[config.mk]
export PLATFORM = sky130hd
export DESIGN_NAME = rtpl_front_flat
export DESIGN_NICKNAME = d
export VERILOG_FILES = /design/src/rtl/rtpl_pkg.sv /design/src/rtl/rtpl_if.sv /design/src/rtl/rtpl_front.sv /design/src/flat_wrapper.sv
export SDC_FILE = /design/constraint.sdc
export NUM_CORES = 1
export LEC_CHECK = 0
export ABC_AREA = 1
export BUFFER_PORTS_ARGS = -buffer_cell sky130_fd_sc_hd__buf_2
export CAP_MARGIN = 20
export CORE_MARGIN = 4
export CORE_UTILIZATION = 50
export CTS_BUF_LIST = sky130_fd_sc_hd__clkbuf_4 sky130_fd_sc_hd__clkbuf_8
export DETAILED_ROUTE_END_ITERATION = 10
export HOLD_SLACK_MARGIN = 0.08
export PLACE_DENSITY = 0.76
export SLEW_MARGIN = 20
export SYNTH_ARGS = -nofsm -noshare
export SYNTH_HDL_FRONTEND = slang
export SYNTH_SLANG_ARGS = --single-unit
[constraint.sdc]
create_clock -name clock -period 23 [get_ports clock]
set_clock_uncertainty 0.2 [all_clocks]
set_input_delay 4.6 -clock clock [delete_from_list [all_inputs] [get_ports clock]]
set_output_delay 4.6 -clock clock [all_outputs]
set_load 0.02 [all_outputs]
[src/rtl/rtpl_pkg.sv]
package rtpl_pkg;

   localparam int TABLE_DEPTH_DEFAULT = 64;
   localparam int IFACE_COUNT         = 16;

   localparam int CSR_INDEX_W = 3;
   localparam int CSR_DATA_W  = 8;

   localparam logic [CSR_INDEX_W-1:0] CSR_DIST_MANUAL    = 3'd0;
   localparam logic [CSR_INDEX_W-1:0] CSR_DIST_CONNECTED = 3'd1;
   localparam logic [CSR_INDEX_W-1:0] CSR_DIST_RIP       = 3'd2;
   localparam logic [CSR_INDEX_W-1:0] CSR_DIST_OSPF      = 3'd3;
   localparam logic [CSR_INDEX_W-1:0] CSR_DIST_BGP       = 3'd4;

   localparam logic [7:0] DIST_MANUAL_RST    = 8'd1;
   localparam logic [7:0] DIST_CONNECTED_RST = 8'd0;
   localparam logic [7:0] DIST_RIP_RST       = 8'd120;
   localparam logic [7:0] DIST_OSPF_RST      = 8'd110;
   localparam logic [7:0] DIST_BGP_RST       = 8'd20;

   localparam logic [1:0] ACT_LOOKUP = 2'd0;
   localparam logic [1:0] ACT_ADD    = 2'd1;
   localparam logic [1:0] ACT_DELETE = 2'd2;

   localparam logic [2:0] SRC_MANUAL    = 3'd0;
   localparam logic [2:0] SRC_CONNECTED = 3'd1;
   localparam logic [2:0] SRC_RIP       = 3'd2;
   localparam logic [2:0] SRC_OSPF      = 3'd3;
   localparam logic [2:0] SRC_BGP       = 3'd4;

   localparam logic [2:0] ST_OK        = 3'd0;
   localparam logic [2:0] ST_NO_ROUTE  = 3'd1;
   localparam logic [2:0] ST_DISTANCE  = 3'd2;
   localparam logic [2:0] ST_MALFORMED = 3'd3;
   localparam logic [2:0] ST_FULL      = 3'd4;
   localparam logic [2:0] ST_ABSENT    = 3'd5;

   localparam logic [3:0] MCAST_PREFIX = 4'hE;

   typedef enum logic [1:0] {
      OP_LOOKUP,
      OP_ADD,
      OP_DELETE,
      OP_BAD
   } op_type;

   typedef struct packed {
      op_type      op;
      logic [31:0] address;
      logic [31:0] netmask;
      logic [31:0] gateway;
      logic [3:0]  iface;
      logic [15:0] metric;
      logic [2:0]  source;
   } cmd_type;

   typedef struct packed {
      logic [31:0] host;
      logic [31:0] mask;
      logic [31:0] gateway;
      logic [3:0]  iface;
      logic [15:0] metric;
      logic [2:0]  source;
      logic        mcast;
   } entry_type;

   typedef struct packed {
      logic [7:0] manual;
      logic [7:0] connected;
      logic [7:0] rip;
      logic [7:0] ospf;
      logic [7:0] bgp;
   } dist_type;

   function automatic logic [7:0] dist_of(dist_type d, logic [2:0] src);
      logic [7:0] r;
      case (src)
         SRC_MANUAL:    r = d.manual;
         SRC_CONNECTED: r = d.connected;
         SRC_RIP:       r = d.rip;
         SRC_OSPF:      r = d.ospf;
         default:       r = d.bgp;
      endcase
      return r;
   endfunction

endpackage

[src/rtl/rtpl_if.sv]
interface rtpl_req_if;
   logic        valid;
   logic        ready;
   logic [1:0]  action;
   logic [31:0] address;
   logic [31:0] netmask;
   logic [31:0] gateway;
   logic [3:0]  interface_id;
   logic        interface_present;
   logic [15:0] metric;
   logic [2:0]  route_source;

   modport source (output valid, action, address, netmask, gateway, interface_id,
                   interface_present, metric, route_source, input ready);
   modport sink (input valid, action, address, netmask, gateway, interface_id,
                 interface_present, metric, route_source, output ready);
   modport monitor (input valid, ready, action, address, netmask, gateway, interface_id,
                    interface_present, metric, route_source);
endinterface


[src/rtl/rtpl_front.sv]
module rtpl_front import rtpl_pkg::*; (
   input  logic    clock,
   input  logic    reset,
   rtpl_req_if.sink req_ch,
   output logic    cmd_valid,
   input  logic    cmd_pop,
   output cmd_type cmd
);

   cmd_type    q_ff [2];
   logic       wr_ptr_ff, rd_ptr_ff;
   logic [1:0] count_ff;
   logic       push;
   logic       add_ok;
   cmd_type    cmd_in;

   assign req_ch.ready = (count_ff != 2'd2);
   assign push         = req_ch.valid && req_ch.ready;
   assign cmd_valid    = (count_ff != 2'd0);
   assign cmd          = q_ff[rd_ptr_ff];

   // An add needs host and mask both zero or both set, a real interface and a known source.
   always_comb begin
      add_ok = ((req_ch.address == 32'd0) == (req_ch.netmask == 32'd0)) &&
               req_ch.interface_present &&
               (32'(req_ch.interface_id) < 32'(IFACE_COUNT)) &&
               (req_ch.route_source <= SRC_BGP);
      cmd_in.address = req_ch.address;
      cmd_in.netmask = req_ch.netmask;
      cmd_in.gateway = req_ch.gateway;
      cmd_in.iface   = req_ch.interface_id;
      cmd_in.metric  = req_ch.metric;
      cmd_in.source  = req_ch.route_source;
      case (req_ch.action)
         ACT_LOOKUP: cmd_in.op = OP_LOOKUP;
         ACT_ADD:    cmd_in.op = add_ok ? OP_ADD : OP_BAD;
         ACT_DELETE: cmd_in.op = OP_DELETE;
         default:    cmd_in.op = OP_BAD;
      endcase
   end

   always_ff @(posedge clock) begin
      if (push) begin
         q_ff[wr_ptr_ff] <= cmd_in;
      end
   end

   always_ff @(posedge clock) begin
      if (reset) begin
         wr_ptr_ff <= 1'b0;
         rd_ptr_ff <= 1'b0;
         count_ff  <= 2'd0;
      end else begin
         if (push) begin
            wr_ptr_ff <= ~wr_ptr_ff;
         end
         if (cmd_pop) begin
            rd_ptr_ff <= ~rd_ptr_ff;
         end
         count_ff <= count_ff + 2'(push) - 2'(cmd_pop);
      end
   end

endmodule

[src/flat_wrapper.sv]
// flat-port wrapper written by rule: the top's interface ports become plain ports
module rtpl_front_flat import rtpl_pkg::*;
  (clock, reset, cmd_valid, cmd_pop, cmd, req_ch_valid, req_ch_action, req_ch_address, req_ch_netmask, req_ch_gateway, req_ch_interface_id, req_ch_interface_present, req_ch_metric, req_ch_route_source, req_ch_ready);
  rtpl_req_if req_ch_i ();
  input  logic clock;
  input  logic reset;
  output logic cmd_valid;
  input  logic cmd_pop;
  output cmd_type cmd;
  input wire logic [$bits(req_ch_i.valid)-1:0] req_ch_valid;
  input wire logic [$bits(req_ch_i.action)-1:0] req_ch_action;
  input wire logic [$bits(req_ch_i.address)-1:0] req_ch_address;
  input wire logic [$bits(req_ch_i.netmask)-1:0] req_ch_netmask;
  input wire logic [$bits(req_ch_i.gateway)-1:0] req_ch_gateway;
  input wire logic [$bits(req_ch_i.interface_id)-1:0] req_ch_interface_id;
  input wire logic [$bits(req_ch_i.interface_present)-1:0] req_ch_interface_present;
  input wire logic [$bits(req_ch_i.metric)-1:0] req_ch_metric;
  input wire logic [$bits(req_ch_i.route_source)-1:0] req_ch_route_source;
  output wire logic [$bits(req_ch_i.ready)-1:0] req_ch_ready;
  assign req_ch_i.valid = req_ch_valid;
  assign req_ch_i.action = req_ch_action;
  assign req_ch_i.address = req_ch_address;
  assign req_ch_i.netmask = req_ch_netmask;
  assign req_ch_i.gateway = req_ch_gateway;
  assign req_ch_i.interface_id = req_ch_interface_id;
  assign req_ch_i.interface_present = req_ch_interface_present;
  assign req_ch_i.metric = req_ch_metric;
  assign req_ch_i.route_source = req_ch_route_source;
  assign req_ch_ready = req_ch_i.ready;
  rtpl_front u_core (.clock(clock), .reset(reset), .req_ch(req_ch_i), .cmd_valid(cmd_valid), .cmd_pop(cmd_pop), .cmd(cmd));
endmodule
## Word level (Yosys, flattened, before mapping)

Memories as Yosys holds them, arrays and structs flattened. A register that Yosys moved wholly into a read port is not among the register bits.
Index checks and enable logic that the tools add are counted.

| word-level totals | value |
|---|---|
| output and inout port bits | 123 |
| memories | 1 |
| input port bits | 126 |
| bits in latches | 0 |
| bits in registers | 4 |
| memory bits (writable) | 242 |
| logic and storage cells | 26 |
| memory bits (read-only) | 0 |

Memory list:

| memory | words | bits a word | read ports | clocked after memory_dff | wr ports | RTL line | source |
|---|---|---|---|---|---|---|---|
| u_core.q_ff | 2 | 121 | 1 | 1 | 1 | rtpl_front.sv:10 | `cmd_type q_ff [2];` |

| cells by class | value |
|---|---|
| muxes and demuxes | 6 |
| add/sub/neg operators | 2 |
| shift-type cells | 0 |
| $mul | 0 |
| eq/ne operators | 4 |
| order comparisons | 1 |
| divide/modulo/power cells | 0 |
| reductions and logical operators | 7 |
| bitwise operators | 2 |

Operator list:

| operator | number |
|---|---|
| 32-bit logical NOT | 2 |
| 2-bit case mux with 3 select lines | 1 |
| 1-bit two-way mux | 4 |
| 3-bit <= comparator (second input constant) | 1 |
| 1-bit logical AND | 3 |
| 2-bit by 1-bit adder with 2-bit output | 1 |
| 2-bit by 1-bit == test with 1-bit output (second input constant) | 1 |
| 2-bit == test (second input constant) | 1 |
| 2-bit logical NOT | 1 |
| 2-bit two-way mux | 1 |
| 2-bit inequality test (second input constant) | 1 |
| 1-bit inverter | 2 |
| 2-bit nonzero test | 1 |
| 2-bit by 1-bit subtractor with 2-bit output | 1 |
| 1-bit == test | 1 |

## Depth between registers and ports, before layout

Gate-level depths: netlist of the first run.

| depth | value |
|---|---|
| word-level depth | 6 |
| gate-level depth with buffers | 10 |
| depth with buffers taken out | 10 |

## Least setup slack after synthesis of the first run

OpenSTA, ideal clock, no wires.

| timing path | value |
|---|---|
| kind | input-to-reg |
| start point | input req_ch_valid |
| end point | memory u_core.q_ff[1][0] (netlist bit) (enable) |
| slack | 12449 ps |
| setup time | 604 ps |
| cell stages on the path | 2 |
| path buffers | 0 |
| required time | 22196 ps |
| data arrival time | 9747 ps |
| cell sequence | nand2_1 nor2_1 |

| on the way | value |
|---|---|
| cells in the longest elaborated chain, start to end | 3 |

RTL lines:

| what | RTL line | source |
|---|---|---|
| start: declaration | flat_wrapper.sv:10 | `input wire logic [$bits(req_ch_i.valid)-1:0] req_ch_valid;` |
| 1-bit logical AND | rtpl_front.sv:18 | `assign push = req_ch.valid && req_ch.ready;` |
| 1-bit two-way mux | rtpl_front.sv:43 | `if (push) begin` |
| 1-bit two-way mux (not written as such) | rtpl_front.sv:44 | `q_ff[wr_ptr_ff] <= cmd_in;` |
| end: declaration | rtpl_front.sv:10 |  |

Every way passes these cells.

==> results of run 1 <==
==> how the worst max path moves through the flow <==
stage	from	end	cells past startpoint
floorplan	req_ch_valid	u_core.q_ff[1][0]	2
global placement	flop	cmd[19]	3
detailed placement	flop	cmd[39]	3
CTS	flop	cmd[39]	3
global route	flop	cmd[20]	3
finish	flop	cmd[47]	3
==> state kept, by name (all words and copies together) (netlist names), named ones only <==
signal	count
u_core.q_ff	242
u_core.count_ff	2
u_core.rd_ptr_ff	1
u_core.wr_ptr_ff	1
==> critical path, delay by kind of cell, from the launching register on <==
family	cells	cell delay [ns]
mux	1	0.42
flops	1	0.84
buf+inv	2	0.91
==> per-stage QoR <==
step	instance area (µm²)	hold WS, ns	instances	power, W
final	11600	0.353	1050	0.00112
after global routing	11600	0.364	1050	0.00117
after CTS	11600	0.360	1050	0.00113
after detailed placement	10800	0.340	978	0.000760
after global placement	10800	0.303	978	0.000752
after floorplan	9390	0.280	510	0.000701
==> logic make-up (layout without fill, tap and decap cells) <==
family / after synthesis / count (layout)
DFF: 247 / 247
muxes: 121 / 121
and+or+nand+nor: 97 / 97
buffers and inverters: 40 / 351
adders and majority gates: 2 / 2
xor gates and xnor gates: 2 / 2
AOI/OAI and AO/OA: 1 / 1
==> metal layers <==
layer / global-route usage, % / share of wire (%) / up-vias / routed length, µm
li1: - / - / 2468 / -
met1: 20.1 / 38 / 2517 / 7110
met2: 31.0 / 52 / 206 / 9790
met3: 5.49 / 7.4 / 45 / 1400
met4: 7.17 / 3.0 / 4 / 574
met5: 0 / 0.14 / - / 27
==> final cells by class <==
class	count	area, µm²	area share (%)
Sequential cell	247	7370	63.3
Multi-Input combinational cell	223	1810	15.5
Timing Repair Buffer	253	1280	11.0
Clock buffer	56	677	5.81
Tap cell	229	287	2.46
Clock inverter	16	123	1.05
Inverter	26	97.6	0.838
==> layout by cell type, fill, tap and decap left out <==
cell | netlist | final
xnor2_1 | 1 | 1
dfxtp_1 | 5 | 4
dfxtp_4 | 0 | 1
o21ai_0 | 1 | 1
xor2_1 | 1 | 1
inv_1 | 26 | 26
ha_1 | 2 | 2
nor3_1 | 1 | 1
bufinv_16 | 0 | 2
clkinv_1 | 0 | 10
nand2_1 | 36 | 36
clkbuf_8 | 0 | 41
clkinv_2 | 0 | 2
nor2_1 | 51 | 49
clkinvlp_4 | 0 | 2
nand3_1 | 5 | 5
nor3b_1 | 1 | 1
buf_4 | 1 | 5
mux2_2 | 121 | 121
clkbuf_4 | 0 | 15
buf_2 | 3 | 248
nand4_1 | 1 | 1
edfxtp_1 | 242 | 242
and2_1 | 1 | 1
nor2_4 | 0 | 2
or2_2 | 1 | 1
==> report_power, final <==
group	switching, W	internal (W)	total, W
Sequential	0.0000152	0.000554	0.000569
Clock	0.000158	0.000212	0.000371
Combinational	0.000113	0.0000665	0.000179
Total	0.000286	0.000832	0.00112
==> flow_metrics.env, run 1 <==
export IMPL_clock_sinks=247
export IMPL_ctsResizeCount=0
export IMPL_synth_adder_area_share_pct=0.267
export IMPL_r2r_setup_slack_ns=20.99
export IMPL_crit_chain="buf_4, mux2_2, buf_2"
export IMPL_hold_violations=0
export IMPL_tightest_slew_ns=0.842
export IMPL_antennaDiodeCount=0
export IMPL_p_leak_nw=4.47
export IMPL_status="finished clean"
export IMPL_yosys_area_share_simple_pct=4.08
export IMPL_drive_gt1_share_pct=53.6
export IMPL_io_pins=249
export IMPL_max_cap_violations=0
export IMPL_gr_total_overflow=0
export IMPL_postSynthCellCount=510
export IMPL_setup_viol=0
export IMPL_crit_arrival_ns=2.79
export IMPL_fmaxAchievable_mhz=132
export IMPL_dp_hpwl_um=12800
export IMPL_worstPathRequired_ns=18.20
export IMPL_grt_pass1_wl_um=29800
export IMPL_grt_max_degree=64
export IMPL_core_area_mm2=0.0182
export IMPL_antenna_found_initial=2
export IMPL_clockRootBuffer="clkbuf_8"
export IMPL_grt_pass1_vias=5601
export IMPL_reg2regPathDepth=5
export IMPL_viasPerCell=4.99
export IMPL_synth_mux_area_share_pct=14.5
export IMPL_drtAntennaViolNets=0
export IMPL_power_density_mw_per_mm2=96.1
export IMPL_grtUsageTotal_pct=17.6
export IMPL_start_util_pct=51.5
export IMPL_synth_cell_area_mm2=0.00939
export IMPL_fill_cells=1327
export IMPL_rsz0062_at_grt="no"
export IMPL_avgRoutedWirePerCell_um=18.0
export IMPL_crit_type="reg2out"
export IMPL_synth_commonest_cells="242 x edfxtp_1, 121 x mux2_2, 51 x nor2_1"
export IMPL_synth_area_per_cell_um2=18.4
export IMPL_drc_errors=0
export IMPL_clk_latency_ns=0.51
export IMPL_vias=5240
export IMPL_synth_compound_area_share_pct=0.0533
export IMPL_finalSetupTns_ns=0
export IMPL_first_pass_iters=4
export IMPL_synth_edff_count=242
export IMPL_h_tree_depth=2
export IMPL_cts_hold_buffers=0
export IMPL_first_iter_violations=217
export IMPL_hold_depth=2
export IMPL_num_rows=49
export IMPL_cts_buffers=40
export IMPL_cp_end_kind="output port"
export IMPL_io_buffer_count=248
export IMPL_fin_util_pct=63.9
export IMPL_clk_path_buf_depth=3
export IMPL_slowest_delay_ns=0.84
export IMPL_r2r_end="u_core.q_ff[1][92]"
export IMPL_fin_crit_ns=7.59
export IMPL_synth_area_leader_cell="edfxtp_1"
export IMPL_hp_class="reg2reg"
export IMPL_synth_top_family_by_area="multiplexers"
export IMPL_hp_start="u_core.rd_ptr_ff"
export IMPL_synth_xor_xnor_area_share_pct=0.187
export IMPL_yosysMostFrequentCell="edfxtp_1"
export IMPL_cp_max_fo=63
export IMPL_worstReg2RegStart="u_core.count_ff[0]"
export IMPL_timing_final_crit_share_pct=33.0
export IMPL_synth_cell_types=20
export IMPL_max_slew_margin_rel_pct=43.8
export IMPL_gp_congestion=0.789
export IMPL_pre_cts_slack_ns=15.91
export IMPL_dieArea_mm2=0.0210
export IMPL_cts_tree="built"
export IMPL_synth_top_cell_area_share_pct=77.4
export IMPL_synth_seq_area_share_pct=78.5
export IMPL_vdd_drop_max_mv=0.0612
export IMPL_async_flop_share_pct=0
export IMPL_ys_ff_latch=247
export IMPL_startpoint_type="flop"
export IMPL_layout_setup_ws_ns=15.41
export IMPL_synth_nets=638
export IMPL_clk_pin_slew_ns=0.06
export IMPL_die_x_um=145
export IMPL_layout_nets=919
export IMPL_totalWireLength_um=18900
export IMPL_area_delta_synth_final_pct=24.0
export IMPL_synthFlopType="edfxtp_1"
export IMPL_postCtsSetupRepairBufs=0
export IMPL_slowest_stage="dfxtp_4"
export IMPL_yosys_warnings=0
export IMPL_ys_top_cells_by_area="edfxtp_1 77%, mux2_2 15%, nor2_1 2.0%"
export IMPL_die_height_um=145
export IMPL_finalMaxSlewViolations=0
Note: power is estimated with default switching activity, not from simulation.
==> run 2: changes to the inputs <==
Clock period 23 ns to 7.6 ns, I/O delays scaled along.
==> run 2 against run 1 <==
Sequential power increased to 3.0 times the previous value. Via count increased by 0.25%. Hold slack got worse by 0.017 ns. Clock power increased to 3.0 times the previous value. Critical path type unchanged. Non-clock buffer count unchanged. Register-to-register slack got worse by 15 ns. Final area about the same. Routed wire length increased by 0.10%. Critical path depth unchanged. Final cell count about the same. First-iteration DRC count increased by 2.8%.
==> flow_metrics.env, run 2 (synthesis results as in run 1) <==
export IMPL_num_rows=49
export IMPL_use_met2_pct=30.9
export IMPL_gp_congestion=0.789
export IMPL_drtAntennaViolNets=0
export IMPL_antenna_found_initial=2
export IMPL_worst_path_buf_inv=2
export IMPL_dp_hpwl_um=12800
export IMPL_area_delta_synth_final_pct=24.1
export IMPL_hold_depth=2
export IMPL_grt_max_degree=64
export IMPL_r2r_end="u_core.q_ff[1][53]"
export IMPL_die_height_um=145
export IMPL_cp_end_kind="output port"
export IMPL_pwr_share_clk_pct=33.2
export IMPL_reg_top3="u_core.q_ff: 242 flops, u_core.count_ff: 2 flops"
export IMPL_crit_chain="buf_4, mux2_2, buf_2"
export IMPL_p_int_w=0.00252
export IMPL_h_tree_depth=2
export IMPL_status="finished clean"
export IMPL_cp_max_fo=63
export IMPL_postCtsSetupRepairBufs=0
export IMPL_drc_errors=0
export IMPL_top_register="u_core.q_ff"
export IMPL_use_met3_pct=5.83
export IMPL_r2r_setup_slack_ns=5.58
export IMPL_start_util_pct=51.5
export IMPL_first_iter_violations=223
export IMPL_grtUsageTotal_pct=17.6
export IMPL_hp_class="reg2reg"
export IMPL_hp_start="u_core.rd_ptr_ff"
export IMPL_avgRoutedWirePerCell_um=18.0
export IMPL_tightest_slew_ns=0.866
export IMPL_vdd_drop_max_mv=0.190
export IMPL_totalWireLength_um=18900
export IMPL_seqPwrFrac_pct=50.8
export IMPL_max_cap_violations=0
export IMPL_clk_path_buf_depth=3
export IMPL_clk_latency_ns=0.51
export IMPL_drive_gt1_share_pct=53.8
export IMPL_grt_pass1_vias=5656
export IMPL_reg2regPathDepth=5
export IMPL_cts_buffers=40
export IMPL_cpLargestDelayFamily="buffers and inverters"
export IMPL_viasPerCell=5.00
export IMPL_slowest_delay_ns=0.85
export IMPL_io_pins=249
export IMPL_p_sw_w=0.000867
export IMPL_stdcell_area_mm2=0.0116
export IMPL_clockRootBuffer="clkbuf_8"
export IMPL_timing_final_crit_share_pct=59.3
export IMPL_cts_hold_buffers=0
export IMPL_max_slew_margin_rel_pct=42.3
export IMPL_vias=5253
export IMPL_clk_pin_slew_ns=0.06
export IMPL_combinationalPowerShare_pct=16.0
export IMPL_power_density_mw_per_mm2=291
export IMPL_dieArea_mm2=0.0210
export IMPL_pre_cts_slack_ns=3.61
export IMPL_swShare_pct=25.6
export IMPL_slowest_stage="dfxtp_4"
export IMPL_rsz0062_at_grt="no"
export IMPL_layout_nets=919
export IMPL_globalRouteMet1Util_pct=20.2
export IMPL_worstPathRequired_ns=5.88
export IMPL_dpl_cell_area_mm2=0.0108
export IMPL_grt_pass1_wl_um=29600
export IMPL_gr_total_overflow=0
export IMPL_fin_crit_ns=4.51
export IMPL_startpoint_type="flop"
export IMPL_crit_type="reg2out"
export IMPL_core_area_mm2=0.0182
export IMPL_largest_register_ffs=242
export IMPL_finalMaxSlewViolations=0
export IMPL_io_buffer_count=248
export IMPL_first_pass_iters=4
export IMPL_final_cell_mix="248 x buf_2, 242 x edfxtp_1, 121 x mux2_2"
export IMPL_p_leak_nw=4.48
export IMPL_hold_violations=0
export IMPL_fmaxAchievable_mhz=222
export IMPL_clock_sinks=247
export IMPL_final_common_cell="buf_2"
export IMPL_crit_arrival_ns=2.79
export IMPL_setup_viol=0
export IMPL_finalSetupTns_ns=0
export IMPL_die_x_um=145
export IMPL_worstReg2RegStart="u_core.count_ff[0]"
export IMPL_cts_tree="built"
export IMPL_layout_setup_ws_ns=3.09
export IMPL_grt_busiest_layer="met2"
export IMPL_ctsResizeCount=0
==> run 2: per-layer routing <==
| layer | routed length (µm) | vias up | share of wire, % |
|---|---|---|---|
| li1 | - | 2475 | - |
| met1 | 7300 | 2548 | 39 |
| met2 | 9800 | 190 | 52 |
| met3 | 1350 | 38 | 7.1 |
| met4 | 455 | 2 | 2.4 |
| met5 | 13 | - | 0.069 |
==> run 2: power by group through the flow <==
stage | Sequential [W] | Clock, W | Combinational (W)
CTS | 0.00172 | 0.00116 | 0.000552
floorplan | 0.00175 | 0 | 0.000368
detailed placement | 0.00175 | 0 | 0.000550
finish | 0.00172 | 0.00113 | 0.000543
global placement | 0.00174 | 0 | 0.000536
global route | 0.00173 | 0.00124 | 0.000586
==> run 2: area by class of cell <==
class,count,area [µm²]
clock inverters,15,120
clock buffers,57,684
inverters,26,97.6
multi-input cells,223,1810
repair buffers,253,1280
well taps,229,287
fillers,1318,6560
flip-flops and latches,247,7370
diodes,1,2.50
==> run 2: how the worst max path moves through the flow <==
| stage | startpoint | endpoint | slack [ns] | depth (start not counted) |
|---|---|---|---|---|
| after floorplan | req_ch_valid | u_core.q_ff[1][0] | 0.13 | 2 |
| after global placement | flop | cmd[19] | 3.63 | 3 |
| after detailed placement | flop | cmd[117] | 3.61 | 3 |
| after CTS | flop | cmd[20] | 3.02 | 3 |
| after global routing | flop | cmd[20] | 2.93 | 3 |
| final | flop | cmd[47] | 3.09 | 3 |
==> run 2: worst register-to-register path, stage by stage, from the launching register on <==
cell,delay (ns)
dfxtp_1,0.32
inv_1,0.05
nand2_1,0.07
nand2_1,0.14
nor2_4,0.13
buf_4,0.66
==> run 2: metrics by stage <==
step	cells	power, W	util (%)	hold WS (ns)
4_1_cts	1050	0.00344	64.0	0.348
3_3_place_gp	978	0.00228	59.5	0.303
6_report	1051	0.00339	64.0	0.336
3_5_place_dp	978	0.00230	59.5	0.332
5_1_grt	1051	0.00356	64.0	0.360
2_1_floorplan	510	0.00212	-	0.280
